==> src/rtl/ndf_pkg.sv <==
// ----------------------------------------------------------------------------
// Netstring header deframer package
// Shared types, character codes, status codes and default sizes.
// ----------------------------------------------------------------------------
package ndf_pkg;

    localparam int MAX_DIGITS_DEF   = 9;
    localparam int LENGTH_WIDTH_DEF = 16;

    localparam int BYTE_WIDTH   = 8;
    localparam int CFG_WIDTH    = 16;
    localparam int STATUS_WIDTH = 3;
    localparam int HDR_LEN_WIDTH = 16;

    localparam logic [CFG_WIDTH-1:0] CFG_MAX_LENGTH_RST = CFG_WIDTH'(10 * 1024 - 1);

    localparam logic [BYTE_WIDTH-1:0] CH_ZERO  = 8'h30;
    localparam logic [BYTE_WIDTH-1:0] CH_NINE  = 8'h39;
    localparam logic [BYTE_WIDTH-1:0] CH_COLON = 8'h3A;
    localparam logic [BYTE_WIDTH-1:0] CH_COMMA = 8'h2C;
    localparam logic [BYTE_WIDTH-1:0] CH_NUL   = 8'h00;
    localparam int DECIMAL_BASE = 10;

    localparam logic [STATUS_WIDTH-1:0] ST_BUSY     = 3'd0;
    localparam logic [STATUS_WIDTH-1:0] ST_DONE     = 3'd1;
    localparam logic [STATUS_WIDTH-1:0] ST_BADCHAR  = 3'd2;
    localparam logic [STATUS_WIDTH-1:0] ST_TOOBIG   = 3'd3;
    localparam logic [STATUS_WIDTH-1:0] ST_NOCOMMA  = 3'd4;

    typedef enum logic [6:0] {
        PH_DIGITS  = 7'b0000001,
        PH_CONTENT = 7'b0000010,
        PH_COMMA   = 7'b0000100,
        PH_DONE    = 7'b0001000,
        PH_BADCHAR = 7'b0010000,
        PH_TOOBIG  = 7'b0100000,
        PH_NOCOMMA = 7'b1000000
    } t_phase;

    typedef struct packed {
        logic [BYTE_WIDTH-1:0] in_byte;
        logic                  restart;
    } t_ndf_item;

    typedef struct packed {
        logic [BYTE_WIDTH-1:0]    data_byte;
        logic                     content_valid;
        logic                     in_value;
        logic                     end_of_string;
        logic [STATUS_WIDTH-1:0]  status;
        logic [HDR_LEN_WIDTH-1:0] header_length;
    } t_ndf_result;

    // Handshake status between the input stage and the result stage.
    typedef struct packed {
        logic fire;
    } t_ndf_ctrl;

endpackage

==> src/rtl/ndf_in_stage.sv <==
// ----------------------------------------------------------------------------
// Netstring header deframer input stage
// Holds one accepted request until the parse step can take it.
// ----------------------------------------------------------------------------
module ndf_in_stage import ndf_pkg::*; (
    input  logic      i_clk,
    input  logic      i_rst_n,
    input  logic      i_valid,
    output logic      o_ready,
    input  t_ndf_item i_item,
    input  logic      i_slot_free,
    output t_ndf_ctrl o_ctrl,
    output t_ndf_item o_item
);

    logic      r_valid;
    t_ndf_item r_item;
    logic      fire;

    assign fire    = r_valid & i_slot_free;
    assign o_ready = ~r_valid | fire;

    always_ff @(posedge i_clk) begin
        if (!i_rst_n) begin
            r_valid <= 1'b0;
        end else if (i_valid && o_ready) begin
            r_valid <= 1'b1;
        end else if (fire) begin
            r_valid <= 1'b0;
        end
    end

    always_ff @(posedge i_clk) begin
        if (i_valid && o_ready) begin
            r_item <= i_item;
        end
    end

    assign o_ctrl.fire  = fire;
    assign o_item       = r_item;

endmodule

==> src/rtl/ndf_parse.sv <==
// ----------------------------------------------------------------------------
// Netstring header deframer parse step
// Holds the parser state and the length limit, and works out one result
// for each byte in a single pass.
// ----------------------------------------------------------------------------
module ndf_parse import ndf_pkg::*; #(
    parameter int MAX_DIGITS   = MAX_DIGITS_DEF,
    parameter int LENGTH_WIDTH = LENGTH_WIDTH_DEF
) (
    input  logic                 i_clk,
    input  logic                 i_rst_n,
    input  logic                 i_cfg_wr_en,
    input  logic [CFG_WIDTH-1:0] i_cfg_wr_data,
    input  t_ndf_ctrl            i_ctrl,
    input  t_ndf_item            i_item,
    output t_ndf_result          o_result
);

    localparam int AW = LENGTH_WIDTH + 1;
    localparam int CW = $clog2(MAX_DIGITS + 1);
    localparam int XW = (AW > CFG_WIDTH + 1) ? AW : CFG_WIDTH + 1;

    logic [CFG_WIDTH-1:0]    r_max_length;
    t_phase                  r_phase;
    logic [CW-1:0]           r_digit_count;
    logic [AW-1:0]           r_accum;
    logic [LENGTH_WIDTH-1:0] r_remaining;
    logic                    r_value_side;

    t_phase                  n_phase;
    logic [CW-1:0]           n_digit_count;
    logic [AW-1:0]           n_accum;
    logic [LENGTH_WIDTH-1:0] n_remaining;
    logic                    n_value_side;

    t_phase                  cur_phase;
    logic [CW-1:0]           cur_digit_count;
    logic [AW-1:0]           cur_accum;
    logic [LENGTH_WIDTH-1:0] cur_remaining;
    logic                    cur_value_side;

    logic [BYTE_WIDTH-1:0]   c;
    logic                    is_digit;
    logic [3:0]              digit;
    logic [AW+3:0]           times_ten;
    logic [XW-1:0]           accum_x;
    logic                    too_big;
    logic [LENGTH_WIDTH-1:0] rem_dec;

    // A restart clears the state before this byte is looked at.
    always_comb begin
        if (i_item.restart) begin
            cur_phase       = PH_DIGITS;
            cur_digit_count = '0;
            cur_accum       = '0;
            cur_remaining   = '0;
            cur_value_side  = 1'b0;
        end else begin
            cur_phase       = r_phase;
            cur_digit_count = r_digit_count;
            cur_accum       = r_accum;
            cur_remaining   = r_remaining;
            cur_value_side  = r_value_side;
        end
    end

    assign c        = i_item.in_byte;
    assign is_digit = (c >= CH_ZERO) && (c <= CH_NINE);
    assign digit    = 4'(c - CH_ZERO);
    assign times_ten = ((AW+4)'(cur_accum) << 3) + ((AW+4)'(cur_accum) << 1)
                     + (AW+4)'(digit);
    assign accum_x  = XW'(cur_accum);
    // Beyond the limit register or beyond what the length field can hold.
    assign too_big  = (accum_x > XW'(r_max_length)) || cur_accum[AW-1];
    assign rem_dec  = (cur_remaining != '0) ? cur_remaining - 1'b1 : '0;

    always_comb begin
        n_phase       = cur_phase;
        n_digit_count = cur_digit_count;
        n_accum       = cur_accum;
        n_remaining   = cur_remaining;
        n_value_side  = cur_value_side;
        o_result      = '0;
        case (cur_phase)
            PH_DIGITS: begin
                if (is_digit) begin
                    if (cur_digit_count >= CW'(MAX_DIGITS)) begin
                        n_phase = PH_BADCHAR;
                    end else begin
                        // The accumulator sticks at all ones once it overflows.
                        n_accum       = (|times_ten[AW+3:AW]) ? '1 : times_ten[AW-1:0];
                        n_digit_count = cur_digit_count + 1'b1;
                    end
                end else if (c == CH_COLON) begin
                    if (too_big) begin
                        n_phase = PH_TOOBIG;
                    end else if (cur_accum == '0) begin
                        n_phase = PH_COMMA;
                    end else begin
                        n_remaining = cur_accum[LENGTH_WIDTH-1:0];
                        n_phase     = PH_CONTENT;
                    end
                end else begin
                    n_phase = PH_BADCHAR;
                end
            end
            PH_CONTENT: begin
                o_result.data_byte     = c;
                o_result.content_valid = 1'b1;
                o_result.in_value      = cur_value_side;
                o_result.end_of_string = (c == CH_NUL);
                if (c == CH_NUL) begin
                    n_value_side = ~cur_value_side;
                end
                n_remaining = rem_dec;
                if (rem_dec == '0) begin
                    n_phase = PH_COMMA;
                end
            end
            PH_COMMA: begin
                n_phase = (c == CH_COMMA) ? PH_DONE : PH_NOCOMMA;
            end
            default: begin
            end
        endcase

        case (n_phase)
            PH_DIGITS, PH_CONTENT, PH_COMMA: o_result.status = ST_BUSY;
            PH_DONE:    o_result.status = ST_DONE;
            PH_TOOBIG:  o_result.status = ST_TOOBIG;
            PH_NOCOMMA: o_result.status = ST_NOCOMMA;
            default:    o_result.status = ST_BADCHAR;
        endcase

        o_result.header_length = (n_phase == PH_DONE) ? HDR_LEN_WIDTH'(accum_x) : '0;
    end

    always_ff @(posedge i_clk) begin
        if (!i_rst_n) begin
            r_max_length <= CFG_MAX_LENGTH_RST;
        end else if (i_cfg_wr_en) begin
            r_max_length <= i_cfg_wr_data;
        end
    end

    always_ff @(posedge i_clk) begin
        if (!i_rst_n) begin
            r_phase       <= PH_DIGITS;
            r_digit_count <= '0;
            r_accum       <= '0;
            r_remaining   <= '0;
            r_value_side  <= 1'b0;
        end else if (i_ctrl.fire) begin
            r_phase       <= n_phase;
            r_digit_count <= n_digit_count;
            r_accum       <= n_accum;
            r_remaining   <= n_remaining;
            r_value_side  <= n_value_side;
        end
    end

endmodule

==> src/rtl/ndf_out_stage.sv <==
// ----------------------------------------------------------------------------
// Netstring header deframer result stage
// Registers each result and holds it until the receiver takes it.
// ----------------------------------------------------------------------------
module ndf_out_stage import ndf_pkg::*; (
    input  logic        i_clk,
    input  logic        i_rst_n,
    input  t_ndf_ctrl   i_ctrl,
    input  t_ndf_result i_result,
    output logic        o_slot_free,
    output logic        o_valid,
    input  logic        i_ready,
    output t_ndf_result o_result
);

    logic        r_valid;
    t_ndf_result r_result;

    assign o_slot_free = ~r_valid | i_ready;

    always_ff @(posedge i_clk) begin
        if (!i_rst_n) begin
            r_valid <= 1'b0;
        end else if (i_ctrl.fire) begin
            r_valid <= 1'b1;
        end else if (i_ready) begin
            r_valid <= 1'b0;
        end
    end

    always_ff @(posedge i_clk) begin
        if (i_ctrl.fire) begin
            r_result <= i_result;
        end
    end

    assign o_valid  = r_valid;
    assign o_result = r_result;

endmodule

==> src/rtl/netstring_header_deframer_unit.sv <==
// ----------------------------------------------------------------------------
// Netstring header deframer
// Parses a length-prefixed request header one byte per request.
// ----------------------------------------------------------------------------
// Usage: the input channel (i_in_valid / o_in_ready) carries one stream byte
// and a restart flag per request; restart clears the parser and makes that
// byte the first of a new header. The output channel (o_out_valid /
// i_out_ready) returns exactly one result per input request, in order.
// The length limit is written through i_cfg_wr_en / i_cfg_wr_data while the
// block is idle; it resets to 10239.
// Each byte passes through the input register, then the parse step into the
// result register. Throughput is one byte per cycle while the receiver does
// not stall, as the parse step updates its state when a byte moves on.
// Reset clears both stages and returns the parser to the length digits; no
// result is pending afterwards. When the receiver stalls, the result register
// holds its result, the input register fills behind it and then o_in_ready
// drops until the receiver takes the result.
// ----------------------------------------------------------------------------
module netstring_header_deframer_unit import ndf_pkg::*; #(
    parameter int MAX_DIGITS   = MAX_DIGITS_DEF,
    parameter int LENGTH_WIDTH = LENGTH_WIDTH_DEF
) (
    input  logic                     i_clk,
    input  logic                     i_rst_n,
    input  logic                     i_cfg_wr_en,
    input  logic [CFG_WIDTH-1:0]     i_cfg_wr_data,
    input  logic                     i_in_valid,
    output logic                     o_in_ready,
    input  logic [BYTE_WIDTH-1:0]    i_in_byte,
    input  logic                     i_restart,
    output logic                     o_out_valid,
    input  logic                     i_out_ready,
    output logic [BYTE_WIDTH-1:0]    o_data_byte,
    output logic                     o_content_valid,
    output logic                     o_in_value,
    output logic                     o_end_of_string,
    output logic [STATUS_WIDTH-1:0]  o_status,
    output logic [HDR_LEN_WIDTH-1:0] o_header_length
);

    t_ndf_item   in_item;
    t_ndf_item   held_item;
    t_ndf_ctrl   ctrl;
    t_ndf_result step_result;
    t_ndf_result out_result;
    logic        slot_free;

    assign in_item.in_byte = i_in_byte;
    assign in_item.restart = i_restart;

    ndf_in_stage u_in_stage (
        .i_clk       (i_clk),
        .i_rst_n     (i_rst_n),
        .i_valid     (i_in_valid),
        .o_ready     (o_in_ready),
        .i_item      (in_item),
        .i_slot_free (slot_free),
        .o_ctrl      (ctrl),
        .o_item      (held_item)
    );

    ndf_parse #(
        .MAX_DIGITS   (MAX_DIGITS),
        .LENGTH_WIDTH (LENGTH_WIDTH)
    ) u_parse (
        .i_clk         (i_clk),
        .i_rst_n       (i_rst_n),
        .i_cfg_wr_en   (i_cfg_wr_en),
        .i_cfg_wr_data (i_cfg_wr_data),
        .i_ctrl        (ctrl),
        .i_item        (held_item),
        .o_result      (step_result)
    );

    ndf_out_stage u_out_stage (
        .i_clk       (i_clk),
        .i_rst_n     (i_rst_n),
        .i_ctrl      (ctrl),
        .i_result    (step_result),
        .o_slot_free (slot_free),
        .o_valid     (o_out_valid),
        .i_ready     (i_out_ready),
        .o_result    (out_result)
    );

    assign o_data_byte     = out_result.data_byte;
    assign o_content_valid = out_result.content_valid;
    assign o_in_value      = out_result.in_value;
    assign o_end_of_string = out_result.end_of_string;
    assign o_status        = out_result.status;
    assign o_header_length = out_result.header_length;

endmodule

==> config.mk <==
export PLATFORM = sky130hd
export DESIGN_NAME = netstring_header_deframer_unit
export DESIGN_NICKNAME = d
export VERILOG_FILES = /design/src/rtl/ndf_pkg.sv /design/src/rtl/ndf_in_stage.sv /design/src/rtl/ndf_parse.sv /design/src/rtl/ndf_out_stage.sv /design/src/rtl/netstring_header_deframer_unit.sv
export SDC_FILE = /design/constraint.sdc
export NUM_CORES = 1
export LEC_CHECK = 0
export ABC_AREA = 0
export BUFFER_PORTS_ARGS = -buffer_cell sky130_fd_sc_hd__clkbuf_2
export CORE_MARGIN = 2
export CORE_UTILIZATION = 60
export DETAILED_ROUTE_END_ITERATION = 8
export GPL_TIMING_DRIVEN = 1
export PLACE_DENSITY = 0.88
export REMOVE_ABC_BUFFERS = 1
export SLEW_MARGIN = 20
export SYNTH_ARGS = -nofsm -noshare
export SYNTH_HDL_FRONTEND = slang
export SYNTH_SLANG_ARGS = --single-unit
==> constraint.sdc <==
create_clock -name i_clk -period 6.9 [get_ports i_clk]
set_clock_uncertainty 0.2 [all_clocks]
set_input_delay 0.69 -clock i_clk [delete_from_list [all_inputs] [get_ports i_clk]]
set_output_delay 0.69 -clock i_clk [all_outputs]
set_load 0.01 [all_outputs]
======== Yosys cells after proc, flatten, opt, wreduce, memory -nomap -nowiden ========
Cells that the tools add are included.
W data, S select, Z words.
word-level totals
  register bits after elaboration ......... 102
  bits of input ports ..................... 30
  output and inout bits ................... 32
  word-level logic and storage cells ...... 87
cells by class
  add/sub/neg operators ................... 5
  magnitude comparators ................... 4
  equal/unequal tests ..................... 11
  multiplexer cells ....................... 34
  bitwise gates (word level) .............. 6
  reductions and logical operators ........ 11
operators by type and width
  operator                 count
  $mux W16                 6
  $mux W17                 5
  $mux W7                  7
  $pmux W16 S2             1
  $add A20 B18 Y21         1
  $add A21 B4 Y21          1
  $pmux W7 S3              1
  $gt A17 B16 Y1           1
  $logic_not A17 Y1        1
  $eq A8 B6 Y1 const B     2
  $logic_not A16 Y1        1
  $mux W4                  4
  $reduce_bool A16 Y1      1
  $sub A16 B1 Y16 const B  1
  $eq A7 B1 Y1 const B     2
  $eq A7 B2 Y1 const B     2
  $eq A7 B3 Y1 const B     2
  $pmux W3 S4              1
  $ge A8 B6 Y1 const B     1
  $le A8 B6 Y1 const B     1
  $logic_not A8 Y1         1
  $eq A7 B4 Y1 const B     1
  $eq A7 B6 Y1 const B     1
  $eq A7 B7 Y1 const B     1
  other kinds (13)         25

======== Longest topological paths before layout ========
Gate-level depths: netlist of the first run.
  word-level depth ........................ 10
  gate-level depth with buffers ........... 17

======== Cells and area by module ========
From an unflattened synthesis of the first run, not the netlist that was laid out.
unflattened totals
  cells, all modules ...................... 724
  area, all modules ....................... 6545.0 µm²
by module, submodules not included
  module         times used  cells an instance  area an instance (µm²)
  ndf_parse      1           675                5260.0
  ndf_out_stage  1           34                 949.7
  ndf_in_stage   1           15                 335.3

======== Worst setup path after synthesis of the first run ========
OpenSTA, ideal clock, no wires.
  path kind ............................... register -> register
  start ................................... reg u_in_stage.r_item, in the netlist u_in_stage.o_item[0]
  end ..................................... reg u_parse.r_accum[16]
  arrival ................................. 4480 ps
  required time ........................... 6626 ps
  setup slack ............................. 2145 ps
  stages on the path, launching flop included .. 18
  buffers on the path ..................... 6
  period minus slack after synthesis ...... 4755 ps
  path through ............................ edfxtp_1 -> clkbuf_1 -> clkbuf_1 -> buf_1 -> clkbuf_1 -> clkbuf_1 -> nor2b_1 -> ha_1 -> ha_1 -> a21o_1 -> a21o_1 -> a32o_1 -> o21ai_0 -> a21oi_1 -> o31ai_1 -> clkbuf_1 -> a21oi_1 -> o21ai_0
between the ends
  cells in the longest elaborated chain, start to end .. 8
  elaborated cells on any way between the ends .. 12
  those cells by class .................... 2 x add/sub; 1 x order compare; 1 x eq/ne; 7 x mux; 1 x reduce/logical
RTL lines
  what                          line                RTL
  start, declared               ndf_in_stage.sv:17  t_ndf_item r_item;
  start signal, assigned        ndf_in_stage.sv:35  r_item <= i_item;
  $mux W17 (*)                  ndf_parse.sv:52     if (i_item.restart) begin
  named net u_parse.accum_x[7]  ndf_parse.sv:46     logic [XW-1:0] accum_x;
  $add A20 B18 Y21 (*)          ndf_parse.sv:70     assign times_ten = ((AW+4)'(cur_accum) << 3) + ((AW+4)'(cur_accum) << 1)
  $add A21 B4 Y21 (*)           ndf_parse.sv:71     + (AW+4)'(digit);
  $reduce_or A4 Y1              ndf_parse.sv:91     n_accum = (|times_ten[AW+3:AW]) ? '1 : times_ten[AW-1:0];
  $mux W17 (*)                  ndf_parse.sv:91
  $mux W17 (*)                  ndf_parse.sv:87     if (cur_digit_count >= CW'(MAX_DIGITS)) begin
  $mux W17 (*)                  ndf_parse.sv:86     if (is_digit) begin
  $mux W17 (*)                  ndf_parse.sv:84     case (cur_phase)
  end signal, assigned          ndf_parse.sv:156    r_accum <= n_accum;
  end, declared                 ndf_parse.sv:26     logic [AW-1:0] r_accum;
The timed path passes the listed nets; every way through them passes the cells marked *.
A chain may end at the register's enable or synchronous reset.

======== Final worst setup path of the first run ========
  start ................................... reg u_in_stage.r_item, in the netlist u_in_stage.o_item[0]
  end ..................................... reg u_parse.r_accum[8]
Same word-level chain as after synthesis.

==> impl_metrics.py, run 1 <==
metrics = {
    "status": {
        "status": "finished clean",
    },
    "global_route": {
        "grt_pass1_wl_mm": 28.3,
        "overflow": 0,
        "track_usage": 0.304,
        "antenna_found_initial": 0,
        "grt_max_degree": 67,
        "grt_pass1_vias": 5825,
    },
    "logic_synthesis": {
        "synthDistinctLibCells": 74,
        "synth_cells": 770,
        "synth-edff-count": 39,
        "avgSynthCellArea_um2": 8.65,
        "ys_warn_count": 0,
        "syn_area_um2": 6660,
        "yosysTopAreaCell": "dfxtp_1",
        "synthArstFlopShare": 0,
        "synth_ff_type": "dfxtp_1",
        "synth_seq_cells": 102,
        "yosysSeqAreaShare": 0.365,
        "synth_area_leaders": "dfxtp_1 (19%), edfxtp_1 (18%), ha_1 (9.4%)",
        "synth_top_cell_area_share": 0.189,
    },
    "clocking": {
        "path_clk_slew_ns": 0.11,
        "cts_tree": "yes",
        "cts_sinks": 102,
        "cts_setup_buffers": 0,
        "ctsRootBufferMaster": "clkbuf_8",
        "postCtsResizedCells": 0,
        "worstSkewPairLatency_ns": 0.39,
        "holdBufCountCts": 0,
        "cts_max_path_buffers": 2,
        "cts_buffers": 9,
        "htreeDepth": 3,
    },
    "floorplan": {
        "die-width_um": 109,
        "core-area_um2": 10800,
        "initial_utilization": 0.614,
        "io_pins": 62,
        "die_area_um2": 12000,
        "rows": 38,
        "die_h_um": 109,
    },
    "hold_path": {
        "min_to": "u_in_stage.o_item[1]$_DFFE_PP_",
        "min_path_cells": 1,
        "worstHoldStart": "i_in_byte[0]",
        "hp-class": "in -> reg",
    },
    "setup_path": {
        "crit_fanout": 20,
        "crit_type": "reg -> reg",
        "crit_arrival_ns": 4.74,
        "r2r_slack_ns": 2.24,
        "r2r_start": "u_in_stage.o_item[0]$_DFFE_PP_",
        "rr_worst_depth": 10,
        "cp-end-kind": "register",
        "cp.required_ns": 6.98,
        "worst_setup_path_start_kind": "register",
        "timing.rr.end": "u_parse.r_accum[8]$_SDFFE_PN0P_",
    },
    "drt": {
        "dr_total_vias": 6239,
        "antenna_left": 0,
        "routedWlPerCell_um": 18.8,
        "drcViolationCount": 0,
        "vias_per_cell": 6.58,
        "drt_iter0_markers": 646,
        "routed_wl_mm": 17.8,
        "first_pass_iters": 7,
    },
    "timing": {
        "finalSetupViolCount": 0,
        "period_needed_ns": 4.66,
        "setup_ws_ns": 2.24,
        "hold_viol_final": 0,
        "slew_headroom": 0.332,
        "rsz0062_at_grt": "false",
        "tightest_slew_ns": 0.992,
        "final.setup.tns_ns": 0,
        "finalMaxSlewViolations": 0,
        "fmax_mhz": 215,
        "period_share": 0.675,
    },
    "place": {
        "pre_cts_slack_ns": 2.09,
        "port_buffers": 61,
        "dp_hpwl_mm": 13.0,
        "place.gp.congestion": 1.00,
    },
    "power": {
        "peakVddDrop_v": 0.000102,
        "cellLeakagePower_nw": 3.15,
        "p_per_area_nw_per_um2": 177,
        "finalPower_mw": 1.29,
    },
    "flow_run": {
        "drv_cap": 0,
    },
    "finish": {
        "num_antenna_cells": 0,
        "syn_to_final_growth_pct": 9.24,
        "drive_above_1_share": 0.131,
        "nets": 885,
    },
}
[layer usage]
metal	track usage	wire length, um	vias to the layer above
met2	0.506	8400	347
met5	0	0	-
met3	0.0533	1510	67
li1	-	-	2891
met4	0.139	725	0
met1	0.386	7170	2934
[registers in the layout (all words and copies together), names as in the netlist]
| register | flops |
|---|---|
| u_parse.r_accum | 17 |
| u_in_stage.r_valid | 1 |
| u_out_stage.o_valid | 1 |
| u_out_stage.o_result | 30 |
| u_parse.r_digit_count | 4 |
| u_parse.r_phase | 7 |
| u_parse.r_value_side | 1 |
| u_parse.r_max_length | 16 |
| u_in_stage.o_item | 9 |
| u_parse.r_remaining | 16 |
[synth_stat cells, types with 7 or more instances]
master and instances:
a21oi_1 39, a22oi_1 8, a31oi_1 10, and2_1 30, clkbuf_1 39, dfxtp_1 63, edfxtp_1 39, ha_1 50
inv_1 24, mux2i_1 11, nand2_1 88, nand2b_1 11, nand3_1 18, nand4_1 13, nor2_1 54, nor2b_1 37
nor3_1 15, nor4_1 9, o211ai_1 14, o21a_1 7, o21ai_0 55, o311a_1 15, xnor2_1 13
[how the worst max path moves through the flow]
stage                                        to  cells past startpoint                            from  slack [ns]
2_1_floorplan  u_parse.r_accum[10]$_SDFFE_PN0P_                     12  u_in_stage.o_item[0]$_DFFE_PP_        1.78
3_3_place_gp   u_parse.r_accum[14]$_SDFFE_PN0P_                     13  u_in_stage.o_item[0]$_DFFE_PP_        2.38
3_5_place_dp   u_parse.r_accum[16]$_SDFFE_PN0P_                     11  u_in_stage.o_item[0]$_DFFE_PP_        2.09
4_1_cts        u_parse.r_accum[16]$_SDFFE_PN0P_                     11  u_in_stage.o_item[0]$_DFFE_PP_        2.11
5_1_grt        u_parse.r_accum[16]$_SDFFE_PN0P_                     11  u_in_stage.o_item[0]$_DFFE_PP_        2.03
6_report        u_parse.r_accum[8]$_SDFFE_PN0P_                     10  u_in_stage.o_item[0]$_DFFE_PP_        2.24
[power by group]
group / switching, mW / total (mW) / internal, mW / leakage (nW)
Clock: 0.244 / 0.458 / 0.214 / 0.120
Sequential: 0.0195 / 0.667 / 0.647 / 0.876
Combinational: 0.105 / 0.166 / 0.0619 / 2.15
[per-stage QoR]
stage / area (um2) / hold WS [ns] / instances / util
2_1_floorplan: 6490 / 0.244 / 725 / -
3_3_place_gp: 7020 / 0.271 / 932 / 0.648
3_5_place_dp: 7020 / 0.285 / 932 / 0.648
4_1_cts: 7270 / 0.265 / 948 / 0.670
5_1_grt: 7280 / 0.246 / 948 / 0.671
6_report: 7280 / 0.272 / 948 / 0.671
[critical path, cell delays in order (launching register included)]
cell and delay (ns):
edfxtp_1 0.68, nor2b_1 0.51, fa_1 0.56, ha_1 0.33, a211oi_1 0.40, o211ai_1 0.18, a32o_1 0.25, o21ai_0 0.27
nor4bb_1 0.52, o31ai_4 0.24, o311a_1 0.41
[layout make-up]
type,instances,area (um2)
sequential,102,2430
fill,833,3560
clock buffer,9,124
multi-input combinational,598,3980
timing repair buffer,67,350
tap,140,175
clock inverter,7,119
inverter,25,93.8
[cell usage in the layout (no fill, tap or decap), drive strengths merged, types with 6 or more instances in the layout]
master  count
a211oi      6
a21o        6
a21oi      40
a22oi       8
a31oi      10
and2       30
buf         6
clkbuf     70
dfxtp      63
edfxtp     39
ha         50
inv        27
mux2i      11
nand2      88
nand2b     11
nand3      18
nand4      13
nor2       54
nor2b      37
nor3       15
nor4        9
o211ai     14
o21a        7
o21ai      56
o311a      15
or3         6
or4         6
xnor2      13
xor2        6
[logic make-up (layout without fill, tap and decap cells)]
kind of cell	Yosys count	in the layout	synth area share
compound gates	203	203	0.207
fa+ha+maj	52	52	0.0999
xor+xnor	19	19	0.0250
mux	13	13	0.0199
flops	102	102	0.365
buf+inv	70	108	0.0400
simple gates	311	311	0.243
(Power assumes the default switching activity.)
==> run 2: changes to the inputs <==
--- a/config.mk
+++ b/config.mk
@@ -5,7 +5,7 @@
 export SDC_FILE = /design/constraint.sdc
 export NUM_CORES = 1
 export LEC_CHECK = 0
-export ABC_AREA = 0
+export ABC_AREA = 1
 export BUFFER_PORTS_ARGS = -buffer_cell sky130_fd_sc_hd__clkbuf_2
 export CORE_MARGIN = 2
 export CORE_UTILIZATION = 60
==> constraint.sdc (replaced) <==
create_clock -name i_clk -period 4.6 [get_ports i_clk]
set_clock_uncertainty 0.2 [all_clocks]
set_input_delay 0.46 -clock i_clk [delete_from_list [all_inputs] [get_ports i_clk]]
set_output_delay 0.46 -clock i_clk [all_outputs]
set_load 0.01 [all_outputs]
==> run 2 against run 1 <==
  * First-iteration DRC count up 47%
  * Sequential share of layout area down 3.0 points
  * Flip-flop and latch count unchanged
  * Global-route usage up 1.4 points
  * Synthesized area up 9.1%
  * Non-clock buffer count up 11
  * Sequential power up 50%
  * Hold slack worse by 0.20 ns
  * Synthesized cell count up 31%
==> impl_metrics.py, run 2 <==
metrics = {
    "setup_path": {
        "cp-end-kind": "register",
        "crit_fanout": 17,
        "crit_type": "reg -> reg",
        "cp.required_ns": 4.65,
        "crit_arrival_ns": 4.28,
        "worst_setup_path_start_kind": "register",
        "r2r_slack_ns": 0.36,
    },
    "timing": {
        "hold_viol_final": 0,
        "slew_headroom": 0.385,
        "fmax_mhz": 236,
        "timing.hold.ws_ns": 0.0670,
        "period_share": 0.921,
        "final.setup.tns_ns": 0,
        "rsz0062_at_grt": "false",
        "finalMaxSlewViolations": 0,
        "tightest_slew_ns": 0.922,
        "finalSetupViolCount": 0,
        "period_needed_ns": 4.24,
    },
    "floorplan": {
        "core-area_um2": 11900,
        "die-width_um": 114,
        "initial_utilization": 0.610,
        "die_h_um": 114,
        "rows": 40,
        "die_area_um2": 13000,
        "io_pins": 62,
    },
    "finish": {
        "num_antenna_cells": 0,
        "multiInputGateArea_um2": 4140,
        "instances_no_fill": 1211,
        "drive_above_1_share": 0.145,
        "nets": 1141,
        "final_cell_mix": "nand2_1 (196), inv_1 (123), a21oi_1 (116)",
        "largest_register_ffs": 30,
        "nFillCells": 1057,
        "syn_to_final_growth_pct": 10.1,
        "final_common_cell": "nand2_1",
        "seq_area_um2": 2430,
    },
    "clocking": {
        "path_clk_slew_ns": 0.08,
        "worstSkewPairLatency_ns": 0.37,
        "postCtsResizedCells": 0,
        "holdBufCountCts": 0,
        "cts_tree": "yes",
        "cts_sinks": 102,
        "cts_setup_buffers": 0,
        "ctsRootBufferMaster": "clkbuf_16",
        "cts_buffers": 9,
        "cts_max_path_buffers": 2,
        "htreeDepth": 3,
    },
    "drt": {
        "antenna_left": 0,
        "vias_per_cell": 6.00,
        "first_pass_iters": 6,
        "drt_iter0_markers": 950,
        "drcViolationCount": 0,
        "dr_total_vias": 7271,
        "routed_wl_mm": 20.3,
        "routedWlPerCell_um": 16.7,
    },
    "logic_synthesis": {
        "synth_area_leaders": "dfxtp_1 (17%), edfxtp_1 (16%), nand2_1 (10%)",
        "synthDistinctLibCells": 45,
        "synth_top_cell_area_share": 0.174,
        "avgSynthCellArea_um2": 7.19,
        "yosysSeqAreaShare": 0.335,
        "synthMuxAreaShare": 0,
        "synth_top_family_by_area": "simple AND/OR/NAND/NOR gates",
        "synth_xor_xnor_area_share": 0.0133,
        "synth_cells": 1010,
        "synth_fa_ha_area_frac": 0.0916,
        "ys_warn_count": 0,
        "synth-simple-area-share": 0.272,
        "synth_compound_area_frac": 0.193,
        "synthMostInstantiatedCell": "nand2_1",
        "synthArstFlopShare": 0,
        "synth_commonest_cells": "nand2_1 (196), inv_1 (124), a21oi_1 (116), o21ai_0 (82), nor2_1 (77)",
        "synth_seq_cells": 102,
        "synth_ff_type": "dfxtp_1",
        "yosysTopAreaCell": "dfxtp_1",
        "syn_area_um2": 7260,
        "synth-edff-count": 39,
    },
    "power": {
        "power_switching_share": 0.314,
        "p_clk_frac": 0.369,
        "peakVddDrop_v": 0.000326,
        "p_per_area_nw_per_um2": 277,
        "comb_power_share": 0.178,
        "p_switching_mw": 0.695,
        "cellLeakagePower_nw": 3.95,
        "seq_power_share": 0.453,
        "internal_power_mw": 1.52,
    },
    "place": {
        "port_buffers": 61,
        "place.gp.congestion": 1.04,
        "dp_hpwl_mm": 14.9,
        "placed_cells": 1195,
    },
    "global_route": {
        "grt_pass1_vias": 6592,
        "overflow": 0,
        "grt_max_degree": 51,
        "track_usage": 0.318,
        "grt_pass1_wl_mm": 32.7,
        "antenna_found_initial": 0,
    },
    "flow_run": {
        "drv_cap": 0,
    },
    "status": {
        "status": "finished clean",
    },
    "hold_path": {
        "hp-class": "in -> reg",
    },
}
==> run 2: final timing paths <==
| check | startpoint | endpoint | cells past startpoint |
|---|---|---|---|
| worst max-delay path | u_in_stage.o_item[0]$_DFFE_PP_ | u_parse.r_accum[4]$_SDFFE_PN0P_ | 17 |
| worst min-delay path | i_in_byte[3] | u_in_stage.o_item[4]$_DFFE_PP_ | 1 |
| worst min register to register | u_parse.r_digit_count[1]$_SDFFE_PN0P_ | u_parse.r_digit_count[1]$_SDFFE_PN0P_ | 2 |
| worst max register to register | u_in_stage.o_item[0]$_DFFE_PP_ | u_parse.r_accum[4]$_SDFFE_PN0P_ | 17 |
==> run 2: logic make-up (layout without fill, tap and decap cells) <==
group | count (synthesis) | after routing
AO/OA/AOI/OAI | 257 | 257
adder cells (fa/ha/maj) | 52 | 52
XOR/XNOR | 11 | 11
buffers and inverters | 169 | 223
flip-flops | 102 | 102
AND/OR/NAND/NOR | 419 | 419
==> run 2: worst max-delay path, cell delays in order, from the launching register on <==
cell      delay [ns]
edfxtp_1        0.40
inv_2           0.23
nand2_1         0.16
inv_1           0.24
ha_1            0.28
ha_1            0.26
fa_1            0.46
nand3_1         0.11
nand2_1         0.08
a21boi_0        0.26
o21ai_0         0.18
nand2_1         0.09
nand2_1         0.06
xor2_1          0.15
nor2_2          0.58
nand4_1         0.19
nand2_1         0.12
a21oi_1         0.06
==> run 2: through the flow <==
stage	instance area (um2)	worst slack, ns	power (mW)	util
final	8000	0.363	2.21	0.671
after global routing	8000	0.189	2.31	0.671
after CTS	7990	0.220	2.21	0.671
after detailed placement	7670	0.214	1.41	0.644
after global placement	7670	0.407	1.40	0.644
after floorplan	7060	-0.0109	1.29	-
==> run 2: routing by layer <==
layer  wire length, um  track usage
met5                 0            0
met4              1020        0.159
met3              2040       0.0685
met2              9120        0.508
met1              8080        0.408
==> run 2: cell type report <==
type	count	share of cell area
Inverter	129	0.0606
Timing Repair Buffer	78	0.0541
Multi-Input combinational cell	739	0.518
Clock inverter	6	0.00845
Tap cell	147	0.0230
Sequential cell	102	0.304
Clock buffer	10	0.0313
==> run 2: power by group through the flow <==
| stage | clock network, mW | logic, mW | registers, mW |
|---|---|---|---|
| floorplan | 0 | 0.271 | 1.02 |
| detailed placement | 0 | 0.383 | 1.02 |
| CTS | 0.822 | 0.386 | 1.00 |
| global route | 0.861 | 0.438 | 1.01 |
| global placement | 0 | 0.378 | 1.02 |
| finish | 0.817 | 0.394 | 1.00 |
==> run 3: changes to the inputs <==
--- a/config.mk
+++ b/config.mk
@@ -6,7 +6,7 @@
 export NUM_CORES = 1
 export LEC_CHECK = 0
 export ABC_AREA = 1
-export BUFFER_PORTS_ARGS = -buffer_cell sky130_fd_sc_hd__clkbuf_2
+export BUFFER_PORTS_ARGS = -buffer_cell sky130_fd_sc_hd__buf_2
 export CORE_MARGIN = 2
 export CORE_UTILIZATION = 60
 export DETAILED_ROUTE_END_ITERATION = 8
==> run 3 against run 2 <==
  * Combinational power increased by 2%
  * Register-to-register slack better by 0.14 ns
  * Non-clock buffer count is 1 lower
  * Via count grew 0.99%
  * Total power is 2.5% lower
  * Clock power shrank 7.8%
  * Die area is the same
  * Utilization decreased by 0.40 points
  * Critical endpoint is now u_parse.r_accum[5]$_SDFFE_PN0P_
  * Sequential power barely moved
  * Global-route usage increased by 1.3 points
  * Flip-flop and latch count stayed put
  * First-iteration DRC count fell by 5.4%
==> impl_metrics.py, run 3 (same netlist as run 2, synthesis figures left out) <==
metrics = {
    "status": {
        "status": "finished clean",
    },
    "floorplan": {
        "io_pins": 62,
        "initial_utilization": 0.610,
        "rows": 40,
        "die_area_um2": 13000,
        "die_h_um": 114,
        "core-area_um2": 11900,
        "die-width_um": 114,
    },
    "global_route": {
        "grt_pass1_vias": 6897,
        "track_usage": 0.331,
        "grt_max_degree": 51,
        "grt_pass1_wl_mm": 33.7,
        "overflow": 0,
        "antenna_found_initial": 0,
    },
    "setup_path": {
        "r2r_start": "u_in_stage.o_item[0]$_DFFE_PP_",
        "cp.required_ns": 4.65,
        "rr_worst_depth": 15,
        "crit_start": "u_in_stage.o_item[0]$_DFFE_PP_",
        "endpoint": "u_parse.r_accum[5]$_SDFFE_PN0P_",
        "crit_arrival_ns": 4.14,
        "worst_setup_path_start_kind": "register",
        "r2r_slack_ns": 0.50,
        "timing.rr.end": "u_parse.r_accum[5]$_SDFFE_PN0P_",
        "crit_fanout": 17,
        "cp-end-kind": "register",
        "crit_type": "reg -> reg",
    },
    "drt": {
        "routedWlPerCell_um": 17.3,
        "vias_per_cell": 6.07,
        "drcViolationCount": 0,
        "dr_total_vias": 7343,
        "routed_wl_mm": 20.9,
        "antenna_left": 0,
        "first_pass_iters": 7,
        "drt_iter0_markers": 899,
    },
    "hold_path": {
        "hp-class": "in -> reg",
    },
    "timing": {
        "setup_ws_ns": 0.503,
        "fmax_mhz": 244,
        "tightest_slew_ns": 0.874,
        "slew_headroom": 0.416,
        "finalSetupViolCount": 0,
        "finalMaxSlewViolations": 0,
        "rsz0062_at_grt": "false",
        "hold_viol_final": 0,
        "period_share": 0.891,
        "period_needed_ns": 4.10,
    },
    "power": {
        "p_per_area_nw_per_um2": 272,
        "cellLeakagePower_nw": 3.92,
        "peakVddDrop_v": 0.000221,
    },
    "finish": {
        "multiInputGateArea_um2": 4140,
        "largest_register_ffs": 30,
        "seq_area_um2": 2430,
        "instances_no_fill": 1210,
        "nets": 1140,
        "num_antenna_cells": 0,
        "nFillCells": 1005,
        "postLayoutCellArea_um2": 7950,
        "drive_above_1_share": 0.142,
        "syn_to_final_growth_pct": 9.42,
        "final_cell_mix": "nand2_1 (196), inv_1 (123), a21oi_1 (116)",
        "final_common_cell": "nand2_1",
    },
    "place": {
        "pre_cts_slack_ns": 0.671,
        "port_buffers": 61,
        "placed_cells": 1194,
        "placed_area_um2": 7670,
        "place.gp.congestion": 0.979,
        "dp_hpwl_mm": 15.3,
    },
    "clocking": {
        "ctsRootBufferMaster": "clkbuf_16",
        "path_clk_slew_ns": 0.08,
        "worstSkewPairLatency_ns": 0.37,
        "holdBufCountCts": 0,
        "cts_setup_buffers": 0,
        "htreeDepth": 3,
        "cts_max_path_buffers": 2,
        "cts_buffers": 9,
        "postCtsResizedCells": 0,
        "cts_tree": "yes",
        "cts_sinks": 102,
    },
    "flow_run": {
        "drv_cap": 0,
    },
}
[run 3: changes by cell type in the layout (fill, tap and decap cells not counted), sizes merged]
cell      change
clkinvlp      +1
clkinv        +1
clkbuf       -62
inv           -1
buf          +60
[run 3: through the flow]
stage	TNS, ns	hold WS [ns]	utilization	power (mW)
floorplan	-0.0544	0.233	-	1.29
global placement	0	0.252	0.644	1.40
detailed placement	0	0.257	0.644	1.41
CTS	0	0.0684	0.667	2.15
global route	0	0.0648	0.667	2.24
finish	0	0.0735	0.667	2.16
[run 3: layout make-up]
type | instances | area share
clock buffers | 9 | 0.0283
flip-flops and latches | 102 | 0.306
clock inverters | 7 | 0.00693
well taps | 147 | 0.0231
multi-input cells | 739 | 0.521
repair buffers | 77 | 0.0535
inverters | 129 | 0.0609
[run 3: worst min-delay path by stage]
stage                                           end  cells past startpoint  slack (ns)                            startpoint
2_1_floorplan  u_parse.r_max_length[0]$_SDFFE_PN1P_                      2        0.23  u_parse.r_max_length[0]$_SDFFE_PN1P_
3_3_place_gp   u_parse.r_max_length[3]$_SDFFE_PN1P_                      2        0.25  u_parse.r_max_length[3]$_SDFFE_PN1P_
3_5_place_dp        u_parse.r_accum[4]$_SDFFE_PN0P_                      2        0.26       u_parse.r_accum[4]$_SDFFE_PN0P_
4_1_cts              u_in_stage.o_item[4]$_DFFE_PP_                      1        0.07                          i_in_byte[3]
5_1_grt              u_in_stage.o_item[4]$_DFFE_PP_                      1        0.06                          i_in_byte[3]
6_report             u_in_stage.o_item[4]$_DFFE_PP_                      1        0.07                          i_in_byte[3]
[run 3: critical path, stage by stage (launching register included)]
cell	delay [ns]
edfxtp_1	0.41
inv_2	0.20
buf_4	0.27
nand2_2	0.13
inv_1	0.23
ha_1	0.29
ha_1	0.34
a21oi_1	0.26
o21ai_0	0.17
o21ai_0	0.18
nand3_1	0.12
xor2_1	0.17
nor2_2	0.62
nand4_1	0.22
nand2_1	0.10
a21oi_1	0.06
[run 3: power by group]
part | internal (mW) | leakage [nW] | total (mW) | switching, mW
sequential | 0.977 | 0.908 | 1.00 | 0.0272
clock | 0.375 | 0.136 | 0.753 | 0.378
combinational | 0.123 | 2.88 | 0.401 | 0.278
[run 3: metal layers]
| metal | vias up | routed length (um) | GRT usage | part of all wire |
|---|---|---|---|---|
| met2 | 424 | 9470 | 0.530 | 0.45 |
| met1 | 3326 | 8320 | 0.419 | 0.40 |
| met5 | - | 0 | 0 | 0 |
| met3 | 83 | 2140 | 0.0776 | 0.10 |
| met4 | 0 | 971 | 0.171 | 0.046 |
| li1 | 3510 | - | - | - |
